### config.mk
export PLATFORM = sky130hd
export DESIGN_NAME = tte_queue
export DESIGN_NICKNAME = d
export VERILOG_FILES = /design/src/rtl/tte_pkg.sv /design/src/rtl/tte_queue.sv
export SDC_FILE = /design/constraint.sdc
export NUM_CORES = 1
export LEC_CHECK = 0
export BUFFER_PORTS_ARGS = -buffer_cell sky130_fd_sc_hd__buf_4
export CORE_MARGIN = 2
export CORE_UTILIZATION = 35
export DETAILED_ROUTE_END_ITERATION = 16
export SYNTH_ARGS = -nofsm -noshare
export SYNTH_HDL_FRONTEND = slang
export SYNTH_SLANG_ARGS = --single-unit
### constraint.sdc
create_clock -name clock -period 3.6 [get_ports clock]
set_input_delay 0.36 -clock clock [delete_from_list [all_inputs] [get_ports clock]]
set_output_delay 0.36 -clock clock [all_outputs]
set_load 0.005 [all_outputs]
### src/rtl/tte_pkg.sv
// types, codes and arithmetic helpers shared by the tucker element evaluator
// no dependencies

package tte_pkg;

   localparam int WORD_W      = 32;
   localparam int FRAC_W      = 16;
   localparam int ADDR_W      = 9;
   localparam int IDX_W       = 6;
   localparam int OP_W        = 3;
   localparam int RANK_W      = 4;
   localparam int CSR_IDX_W   = 2;
   localparam int QUEUE_DEPTH = 2;

   localparam logic signed [WORD_W-1:0] Q_MAX = {1'b0, {(WORD_W-1){1'b1}}};
   localparam logic signed [WORD_W-1:0] Q_MIN = {1'b1, {(WORD_W-1){1'b0}}};

   typedef enum logic [OP_W-1:0] {
      OP_LOAD_CORE = 3'd0,
      OP_LOAD_F1   = 3'd1,
      OP_LOAD_F2   = 3'd2,
      OP_LOAD_F3   = 3'd3,
      OP_QUERY     = 3'd4
   } op_type;

   typedef enum logic [CSR_IDX_W-1:0] {
      CSR_RANK_FIRST  = 2'd0,
      CSR_RANK_SECOND = 2'd1,
      CSR_RANK_THIRD  = 2'd2
   } csr_reg_type;

   typedef enum logic [2:0] {
      CMD_CORE,
      CMD_FACT1,
      CMD_FACT2,
      CMD_FACT3,
      CMD_QUERY
   } cmd_kind_type;

   typedef enum logic [1:0] {
      BK_IDLE,
      BK_RUN,
      BK_DRAIN,
      BK_DONE
   } back_state_type;

   typedef struct packed {
      logic [OP_W-1:0]          operation;
      logic [ADDR_W-1:0]        load_address;
      logic signed [WORD_W-1:0] load_value;
      logic [IDX_W-1:0]         index_first;
      logic [IDX_W-1:0]         index_second;
      logic [IDX_W-1:0]         index_third;
   } req_type;

   typedef struct packed {
      logic signed [WORD_W-1:0] element_value;
      logic                     saturated;
   } rsp_type;

   // classified item as it sits in the queue
   typedef struct packed {
      cmd_kind_type             kind;
      logic [ADDR_W-1:0]        addr;
      logic signed [WORD_W-1:0] value;
      logic [IDX_W-1:0]         idx1;
      logic [IDX_W-1:0]         idx2;
      logic [IDX_W-1:0]         idx3;
      logic [2:0]               row_ok;
   } cmd_type;

   typedef struct packed {
      logic signed [WORD_W-1:0] value;
      logic                     clip;
   } qmul_type;

   // q16.16 multiply: floor shift by 16, then clip to 32 bits
   function automatic qmul_type qmul(input logic signed [WORD_W-1:0] x,
                                     input logic signed [WORD_W-1:0] y);
      logic signed [2*WORD_W-1:0]  prod;
      logic [2*WORD_W-FRAC_W-1:0]  q;
      logic                        fit;
      qmul_type                    res;
      prod = x * y;
      q = prod[2*WORD_W-1:FRAC_W];
      fit = (&q[2*WORD_W-FRAC_W-1:WORD_W-1]) || !(|q[2*WORD_W-FRAC_W-1:WORD_W-1]);
      res.clip = !fit;
      if (fit) begin
         res.value = q[WORD_W-1:0];
      end else begin
         res.value = q[2*WORD_W-FRAC_W-1] ? Q_MIN : Q_MAX;
      end
      return res;
   endfunction

endpackage

### src/rtl/tte_queue.sv
// short command queue between front end and back end
// depends on tte_pkg

module tte_queue import tte_pkg::*; (
   input  logic    clock,
   input  logic    reset,
   input  logic    push_valid,
   input  cmd_type push_data,
   output logic    full,
   output logic    pop_valid,
   input  logic    pop_en,
   output cmd_type pop_data
);

   localparam int PW = (QUEUE_DEPTH > 1) ? $clog2(QUEUE_DEPTH) : 1;
   localparam int CW = $clog2(QUEUE_DEPTH + 1);

   cmd_type         slot_ff [QUEUE_DEPTH];
   logic [PW-1:0]   wr_ptr_ff, wr_ptr_in;
   logic [PW-1:0]   rd_ptr_ff, rd_ptr_in;
   logic [CW-1:0]   count_ff, count_in;
   logic            do_push;
   logic            do_pop;

   assign full      = count_ff == CW'(QUEUE_DEPTH);
   assign pop_valid = count_ff != '0;
   assign pop_data  = slot_ff[rd_ptr_ff];
   assign do_push   = push_valid && !full;
   assign do_pop    = pop_en && pop_valid;

   always_comb begin
      wr_ptr_in = wr_ptr_ff;
      rd_ptr_in = rd_ptr_ff;
      count_in  = count_ff;
      if (do_push) begin
         wr_ptr_in = (int'(wr_ptr_ff) == QUEUE_DEPTH - 1) ? '0 : wr_ptr_ff + PW'(1);
      end
      if (do_pop) begin
         rd_ptr_in = (int'(rd_ptr_ff) == QUEUE_DEPTH - 1) ? '0 : rd_ptr_ff + PW'(1);
      end
      if (do_push && !do_pop) begin
         count_in = count_ff + CW'(1);
      end else if (do_pop && !do_push) begin
         count_in = count_ff - CW'(1);
      end
   end

   always_ff @(posedge clock) begin
      if (reset) begin
         wr_ptr_ff <= '0;
         rd_ptr_ff <= '0;
         count_ff  <= '0;
      end else begin
         wr_ptr_ff <= wr_ptr_in;
         rd_ptr_ff <= rd_ptr_in;
         count_ff  <= count_in;
      end
   end

   always_ff @(posedge clock) begin
      if (do_push) begin
         slot_ff[wr_ptr_ff] <= push_data;
      end
   end

endmodule

==> flow_summary.toml, run 1 <==
[critical_path]
worstSetupPathType = "register to output port"
reg2reg_depth = 4
arrival_ns = 1.95
path_cells = "mux2_2, buf_4"
rrSetupSlack_ns = 1.55
reg2reg_to = "slot_ff[0][27]$_DFFE_PP_"
max_stage_delay_ns = 0.94
worst-path-max-fanout = 65
critPathRequiredTime_ns = 3.24
start_kind = "register"
critPathBufInv = 1
end_kind = "output port"
worst_path_max_delay_cell = "dfxtp_4"
cp_top_family = "flip-flops"
r2r_start = "count_ff[0]$_SDFFE_PP0P_"

[sta]
fin_tns_setup_ns = 0
final-hold-violation-count = 0
min_period_ns = 2.309
finalMaxSlewViolations = 0
period_share = 0.6414
rsz0062_at_grt = "false"
fmax_ghz = 0.4331
worst_pin_slew_ns = 0.9362
setup_slack_ns = 1.291
setup_violations = 0
slew-limit-headroom = 0.3759
skew_ns = 0.005979

[power]
combPwrFrac = 0.202
pwr_density_cell_nw_per_um2 = 735.7
power.switching_uw = 1149
power.total_uw = 4970
clkPwrFrac = 0.369
irDropWorstVdd_v = 0.0004154
intPower_uw = 3821
leakage_uw = 0.002518
p_seq_frac = 0.429
netSwitchingFraction = 0.2312

[clock_tree]
clk_pin_slew_ns = 0.06
hold_buffers = 0
htreeDepth = 4
clock-sinks = 135
ctsResizeCount = 0
clk_path_buf_depth = 2
numCtsBuffers = 17
post_cts_buffers = 0
cts_tree = "yes"
clk_latency_ns = 0.41
cts-root-buf = "clkbuf_16"

[yosys]
synth_top_family_by_area = "multiplexers"
synth-simple-area-share = 0.009952
synthMuxAreaShare = 0.1493
netlist_instances = 227
synthDistinctLibCells = 15
synth_warnings = 0
syn_area_sq_um = 4903
ys_ff_latch = 135
synth_xor_area_frac = 0.005359
synthAdderAreaFrac = 0.002552
synth_compound_area_frac = 0.005103
synth_nets = 297
synth_area_per_cell_sq_um = 21.60
ys_seq_area_frac = 0.8165

[global_route]
grt_pass1_vias = 2648
grt_max_degree = 66
gr-total-overflow = 0
antenna_found_initial = 0
grt_util_all_layers = 0.1189
grt_pass1_wl_mm = 13.00

[drt]
routed_wl_mm = 8.671
first_pass_iters = 4
drtIter0Drc = 132
drt.antenna.violating_nets = 0
post_drt_wl_per_cell_um = 15.27
viasPerCell = 4.419
dr_total_vias = 2510
drc = 0

[finish]
nets = 445
area.sequential_sq_um = 4008
nFillCells = 1209
drive_above_1_share = 0.6057
fin_util = 0.4905
multi_input_area_sq_um = 847.1
diodes = 0
synthToLayoutAreaGrowth_pct = 37.76

[floorplanning]
die_h_um = 122.4
io_pins = 136
die-area_sq_um = 14970
start_util = 0.3560
core_sq_um = 13770
rows = 43
die-width_um = 122.4

[worst_hold_path]
hold_end = "slot_ff[0][64]$_DFFE_PP_"
hold_start = "push_data[64]"
hold_path_class = "input port to register"
hold_path_depth = 1

[placement]
post-dp-hpwl_mm = 5.342
placement.io_buffers = 135
place_ws_ns = 1.496
finalWeightedCongestion = 0.6430

[job]
max_cap_violations = 0

[outcome]
outcome = "completed"
-- logic make-up after synthesis --
family / after synthesis
flops: 135
xor+xnor: 3
compound gates: 5
mux: 65
buf+inv: 9
fa+ha+maj: 1
simple gates: 9
-- layer usage --
layer,share of wire,GRT usage,vias up
met5,0,0,-
met4,0.014,0.05388,0
met3,0.065,0.05158,12
met2,0.50,0.1990,80
met1,0.42,0.1308,1228
li1,-,-,1190
-- placed cells by master (no fill, tap or decap) --
cell,count
a21oi_1,2
and2_4,1
buf_12,1
buf_4,135
bufinv_16,5
clkbuf_16,17
clkinv_1,3
clkinv_2,3
clkinv_4,2
clkinvlp_4,2
dfxtp_1,4
dfxtp_4,1
edfxtp_1,130
ha_1,1
inv_1,1
inv_2,1
mux2_2,65
nor2_1,4
nor2b_2,1
o21ai_0,3
or2_2,1
or3_1,2
xor2_1,3
-- Yosys cell counts --
cell,n,area [sq um]
edfxtp_1,130,3904
mux2_2,65,732.0
buf_4,5,37.54
dfxtp_1,5,100.1
nor2_1,4,15.01
o21ai_0,3,15.01
xor2_1,3,26.28
a21oi_1,2,10.01
buf_2,2,10.01
inv_1,2,7.510
or3_1,2,12.51
and2_1,1,6.260
ha_1,1,12.51
nor2b_2,1,8.760
or2_2,1,6.260
-- metrics by stage --
| stage | area, sq um | hold WS (ns) | std cells |
|---|---|---|---|
| 2_1_floorplan | 4903 | 0.4291 | 227 |
| 3_3_place_gp | 6121 | 0.4668 | 536 |
| 3_5_place_dp | 6121 | 0.4830 | 536 |
| 4_1_cts | 6755 | 0.1132 | 568 |
| 5_1_grt | 6755 | 0.1094 | 568 |
| 6_report | 6755 | 0.1348 | 568 |
-- power by group through the flow --
stage | registers, uW | logic (uW) | clock network, uW
2_1_floorplan | 2050 | 585 | 0
3_3_place_gp | 2160 | 1010 | 0
3_5_place_dp | 2170 | 1020 | 0
4_1_cts | 2140 | 1030 | 1880
5_1_grt | 2170 | 1100 | 1940
6_report | 2130 | 1000 | 1840
-- layout make-up --
type	instances	area share
sequential	135	0.5933
tap	180	0.03334
clock buffer	17	0.06297
timing repair buffer	136	0.1530
inverter	2	0.001111
clock inverter	15	0.03093
multi-input combinational	83	0.1254
-- sequential cells by signal, summed over array words and instances, names as in the netlist, named ones only --
register	cells
slot_ff	130
count_ff	2
rd_ptr_ff	1
wr_ptr_ff	1
-- worst max-delay path by stage --
stage                                    end  cells after the start
detailed placement  slot_ff[0][62]$_DFFE_PP_                      5
floorplan            slot_ff[1][0]$_DFFE_PP_                      3
global route                    pop_data[34]                      2
CTS                             pop_data[34]                      2
finish                          pop_data[34]                      2
global placement    slot_ff[0][53]$_DFFE_PP_                      5
(Power assumes the default switching activity.)
==> inputs of run 2 (changes only) <==
--- a/config.mk
+++ b/config.mk
@@ -5,6 +5,7 @@
 export SDC_FILE = /design/constraint.sdc
 export NUM_CORES = 1
 export LEC_CHECK = 0
+export ABC_AREA = 1
 export BUFFER_PORTS_ARGS = -buffer_cell sky130_fd_sc_hd__buf_4
 export CORE_MARGIN = 2
 export CORE_UTILIZATION = 35
==> constraint.sdc (replaced) <==
create_clock -name clock -period 2 [get_ports clock]
set_input_delay 0.2 -clock clock [delete_from_list [all_inputs] [get_ports clock]]
set_output_delay 0.2 -clock clock [all_outputs]
set_load 0.005 [all_outputs]
==> flow_summary.toml, run 2 <==
[floorplanning]
rows = 44
die-width_um = 125.1
core_sq_um = 14420
die-area_sq_um = 15660
die_h_um = 125.1
start_util = 0.3561
io_pins = 136

[critical_path]
path_cells = "buf_12, mux2_2, buf_4"
rrSetupSlack_ns = 0.53
end_kind = "output port"
critPathBufInv = 2
worst-path-max-fanout = 29
cp_top_family = "flip-flops"
reg2reg_to = "count_ff[1]$_SDFFE_PP0P_"
critPathRequiredTime_ns = 1.80
r2r_start = "count_ff[1]$_SDFFE_PP0P_"
worstSetupPathType = "register to output port"
max_stage_delay_ns = 0.50
start_kind = "register"
reg2reg_depth = 10
arrival_ns = 1.69
worst_path_max_delay_cell = "dfxtp_4"

[global_route]
grt_pass1_vias = 3081
grtUsageMet2 = 0.2190
grtUsageMet3 = 0.03979
top_usage_layer = "met2"
gr-total-overflow = 0
grt_pass1_wl_mm = 15.24
grt_util_all_layers = 0.1283
antenna_found_initial = 0
grt_max_degree = 35
use_met1 = 0.1442

[finish]
final_cells = 653
synthToLayoutAreaGrowth_pct = 48.11
diodes = 0
final_common_cell = "buf_4"
fin_util = 0.5274
largestRegisters = "slot_ff x130, count_ff x2"
nets = 528
largest_reg_flops = 130
regMostFlops = "slot_ff"
drive_above_1_share = 0.4904
mostFrequentLayoutCells = "buf_4 (136), edfxtp_1 (130), dlygate4sd3_1 (65)"

[worst_hold_path]
hold_path_class = "input port to register"
hold_path_depth = 4
hold_end = "count_ff[1]$_SDFFE_PP0P_"
hold_start = "reset"

[clock_tree]
clk_latency_ns = 0.40
clk_path_buf_depth = 2
clock-sinks = 135
post_cts_buffers = 0
clk_pin_slew_ns = 0.05
numCtsBuffers = 17
cts-root-buf = "clkbuf_16"
cts_tree = "yes"
htreeDepth = 4

[drt]
drtIter0Drc = 149
drt.antenna.violating_nets = 0
viasPerCell = 4.363
routed_wl_mm = 9.661
post_drt_wl_per_cell_um = 14.79
drc = 0
first_pass_iters = 4
dr_total_vias = 2849

[sta]
rsz0062_at_grt = "false"
finalMaxSlewViolations = 0
period_share = 0.9462
slew-limit-headroom = 0.8222
fmax_ghz = 0.5284
final-hold-violation-count = 0
setup_violations = 0
skew_ns = 0.005485
min_period_ns = 1.892
worst_pin_slew_ns = 0.2667

[yosys]
yosysTopAreaCell = "edfxtp_1"
synth_area_per_cell_sq_um = 21.49
syn_area_sq_um = 5136
synth-async-reset-ratio = 0
yosys-top-cells-area = "edfxtp_1 (76%), mux2_4 (15%), mux2_2 (3.3%), dfxtp_1 (1.9%), buf_6 (1.3%)"
synth_nets = 309
synthMuxAreaShare = 0.1790
synth_warnings = 0
synth-simple-area-share = 0.01413
synth_xor_area_frac = 0
synth_compound_area_frac = 0.004872
synth_most_common_cell = "edfxtp_1"
synthAdderAreaFrac = 0.002436
netlist_instances = 239
ys_ff_latch = 135
synth_common_cells = "edfxtp_1 (130), mux2_4 (50), mux2_2 (15), inv_1 (8), nor2_1 (8)"
synth_ff_type = "edfxtp_1"
synth_edf_count = 130
synth_top_cell_area_share = 0.7600
synth_top_family_by_area = "multiplexers"
ys_seq_area_frac = 0.7795
synthDistinctLibCells = 15

[power]
irDropWorstVdd_v = 0.0005714
leakage_uw = 0.002983
pwr_density_cell_nw_per_um2 = 1131

[placement]
finalWeightedCongestion = 0.6660
placedCellCount = 558
post-dp-hpwl_mm = 5.986
placement.io_buffers = 135

[job]
max_cap_violations = 0

[outcome]
outcome = "completed"
## run 2: cell types whose count changed after synthesis, sizes merged, moves of 2 or more
cell	before	now
nand2	0	7
inv	2	8
nor2	4	8
xor2	3	0
nand3	0	2
or3	2	0
## run 2: timing repair
item | in CTS | in global routing
gates resized for setup | 0 | 0
hold endpoints to repair | 130 | 0
setup endpoints to repair | 0 | 0
hold buffers | 65 | 0
## run 2: routing by layer
layer	vias to the layer above	wire [um]
met5	-	0
met4	0	207
met3	15	489
met2	91	5061
met1	1382	3902
li1	1361	-
## run 2: cells by family after synthesis
kind of cell               after synthesis
buffers and inverters                   15
muxes                                   65
adders and majority gates                1
DFF                                    135
and+or+nand+nor                         18
AOI/OAI and AO/OA                        5
## run 2: final cells by class
cell class	count	area, sq um
multi-input cells	89	1045
clock buffers	22	444.2
fillers	1184	6817
repair buffers	207	1792
inverters	8	30.03
clock inverters	8	58.81
well taps	184	230.2
flip-flops and latches	135	4008
## run 2: how the worst max path moves through the flow
stage                                   startpoint                 endpoint  slack [ns]  cells after the start
final                                     register             pop_data[48]        0.11                      3
after global routing                      register             pop_data[42]       0.001                      3
after CTS                                 register             pop_data[48]        0.05                      3
after detailed placement                  register             pop_data[48]        0.50                      3
after global placement                    register             pop_data[48]        0.50                      3
after floorplan           count_ff[1]$_SDFFE_PP0P_  slot_ff[0][0]$_DFFE_PP_       -0.63                      3
## run 2: through the flow
step | setup slack, ns | hold slack, ns | area, sq um | TNS [ns] | power [uW]
after floorplan | -0.6283 | 0.2989 | 5141 | -81.68 | 4919
final | 0.1076 | 0.08246 | 7607 | 0 | 8606
after global routing | 0.001313 | 0.07350 | 7607 | 0 | 9050
after detailed placement | 0.4986 | 0.3886 | 6454 | 0 | 5940
after global placement | 0.5002 | 0.3843 | 6454 | 0 | 5896
after CTS | 0.04924 | 0.05663 | 7607 | 0 | 8759
## run 2: tightest hold or removal path: cells and delay by family
kind                   cells  cell delay, ns
buffers and inverters      2            0.14
and+or+nand+nor            2            0.10
## run 2: power breakdown
part	total (uW)	leakage, uW	internal, uW	switching, uW
clock	2680	0.000245	1660	1020
sequential	3720	0.00125	3580	136
combinational	2210	0.00148	1330	882
==> inputs of run 3 (changes only) <==
--- a/config.mk
+++ b/config.mk
@@ -6,10 +6,10 @@
 export NUM_CORES = 1
 export LEC_CHECK = 0
 export ABC_AREA = 1
-export BUFFER_PORTS_ARGS = -buffer_cell sky130_fd_sc_hd__buf_4
 export CORE_MARGIN = 2
 export CORE_UTILIZATION = 35
 export DETAILED_ROUTE_END_ITERATION = 16
+export DONT_BUFFER_PORTS = 1
 export SYNTH_ARGS = -nofsm -noshare
 export SYNTH_HDL_FRONTEND = slang
 export SYNTH_SLANG_ARGS = --single-unit
==> flow_summary.toml, run 3 (synthesized netlist as in run 2, its figures left out) <==
[outcome]
outcome = "completed"

[sta]
worst_pin_slew_ns = 0.4963
skew_ns = 0.004180
finalMaxSlewViolations = 0
slew-limit-headroom = 0.6669
rsz0062_at_grt = "false"
final-hold-violation-count = 0
period_share = 0.8579
min_period_ns = 1.716
setup_violations = 0
fmax_ghz = 0.5828

[power]
leakage_uw = 0.002364
clkPwrFrac = 0.362
irDropWorstVdd_v = 0.0006022
intPower_uw = 6249
power.switching_uw = 1999
combPwrFrac = 0.191
pwr_density_cell_nw_per_um2 = 1239
p_seq_frac = 0.446
netSwitchingFraction = 0.2424

[drt]
dr_total_vias = 2387
drtIter0Drc = 103
met1_length_mm = 3.279
dr_wl_met3_um = 645
post_drt_wl_per_cell_um = 16.53
viasPerCell = 4.573
top_layer = "met4"
routed_wl_mm = 8.629
first_pass_iters = 4
drc = 0
drt.antenna.violating_nets = 0
met2_length_mm = 4.501

[floorplanning]
rows = 44
die-area_sq_um = 15660
core_sq_um = 14420
io_pins = 136
die_h_um = 125.1
start_util = 0.3561
die-width_um = 125.1

[clock_tree]
clk_path_buf_depth = 2
clk_pin_slew_ns = 0.05
clk_latency_ns = 0.40
htreeDepth = 4
numCtsBuffers = 17
cts-root-buf = "clkbuf_16"
clock-sinks = 135
hold_buffers = 68
cts_tree = "yes"
ctsResizeCount = 0
post_cts_buffers = 0

[placement]
finalWeightedCongestion = 0.6438
placedCellCount = 422
post-dp-hpwl_mm = 5.495
dpl-instance-area_sq_um = 5395
placement.io_buffers = 0

[finish]
diodes = 0
nets = 395
regMostFlops = "slot_ff"
largest_reg_flops = 130
mostFrequentLayoutCells = "edfxtp_1 (130), dlygate4sd3_1 (68), mux2_4 (50)"
final_area_sq_um = 6659
final_cells = 522
synthToLayoutAreaGrowth_pct = 29.65
largestRegisters = "slot_ff x130, count_ff x2"
final_common_cell = "edfxtp_1"
drive_above_1_share = 0.3077

[critical_path]
worstSetupPathType = "register to output port"
rrSetupSlack_ns = 0.31
path_cells = "buf_4, mux2_2"
end_kind = "output port"
critPathRequiredTime_ns = 1.80
worst_path_max_delay_cell = "mux2_2"
worst-path-max-fanout = 20
arrival_ns = 1.52
max_stage_delay_ns = 0.42
start_kind = "register"

[global_route]
grt_pass1_vias = 2583
gr-total-overflow = 0
antenna_found_initial = 0
grt_max_degree = 46
grt_util_all_layers = 0.1162
grt_pass1_wl_mm = 13.44

[worst_hold_path]
hold_path_class = "input port to register"

[job]
max_cap_violations = 0
[run 3: cell types whose count changed in the layout (fill, tap and decap cells not counted), moves of 2 or more]
| cell | change |
|---|---|
| buf_4 | -133 |
| clkbuf_1 | -4 |
| clkinv_1 | -4 |
| clkinvlp_4 | +4 |
| buf_12 | -3 |
| dlygate4sd3_1 | +3 |
| clkbuf_8 | +2 |
[run 3: critical path: cells and delay by family (launching register included)]
family	cells	cell delay, ns
muxes	1	0.42
DFF	1	0.35
buffers and inverters	1	0.33
[run 3: final timing paths]
check	start	endpoint	depth (start not counted)
worst min-delay path	pop_en	count_ff[0]$_SDFFE_PP0P_	3
worst max register to register	count_ff[1]$_SDFFE_PP0P_	count_ff[1]$_SDFFE_PP0P_	9
worst max-delay path	register	pop_data[50]	2
worst min register to register	rd_ptr_ff$_SDFFE_PP0P_	register	2
[run 3: stage by stage]
| stage | setup WS, ns | util | TNS (ns) | hold slack, ns | power (uW) |
|---|---|---|---|---|---|
| 3_3_place_gp | 0.4444 | 0.3740 | 0 | 0.2989 | 5183 |
| 3_5_place_dp | 0.3191 | 0.3740 | 0 | 0.2990 | 5241 |
| 2_1_floorplan | -0.6283 | - | -81.68 | 0.2989 | 4919 |
| 5_1_grt | 0.1577 | 0.4617 | 0 | 0.1316 | 8667 |
| 4_1_cts | 0.2249 | 0.4617 | 0 | 0.09991 | 8406 |
| 6_report | 0.2842 | 0.4617 | 0 | 0.1282 | 8248 |
[run 3: routing by layer]
| metal | vias up | global-route usage |
|---|---|---|
| li1 | 1104 | - |
| met1 | 1181 | 0.1162 |
| met2 | 89 | 0.1992 |
| met3 | 13 | 0.05605 |
| met4 | 0 | 0.06275 |
| met5 | - | 0 |
[run 3: power by group through the flow]
| stage | sequential (uW) | combinational, uW | clock, uW |
|---|---|---|---|
| 2_1_floorplan | 3730 | 1190 | 0 |
| 3_3_place_gp | 3720 | 1460 | 0 |
| 3_5_place_dp | 3740 | 1500 | 0 |
| 4_1_cts | 3680 | 1630 | 3090 |
| 5_1_grt | 3720 | 1730 | 3220 |
| 6_report | 3680 | 1580 | 2990 |
[run 3: layout make-up]
type / count / area, sq um
tap: 184 / 230.2
fill: 1232 / 7765
clock buffer: 20 / 456.7
timing repair buffer: 74 / 763.2
clock inverter: 12 / 126.4
sequential: 135 / 4008
inverter: 8 / 30.03
multi-input combinational: 89 / 1045
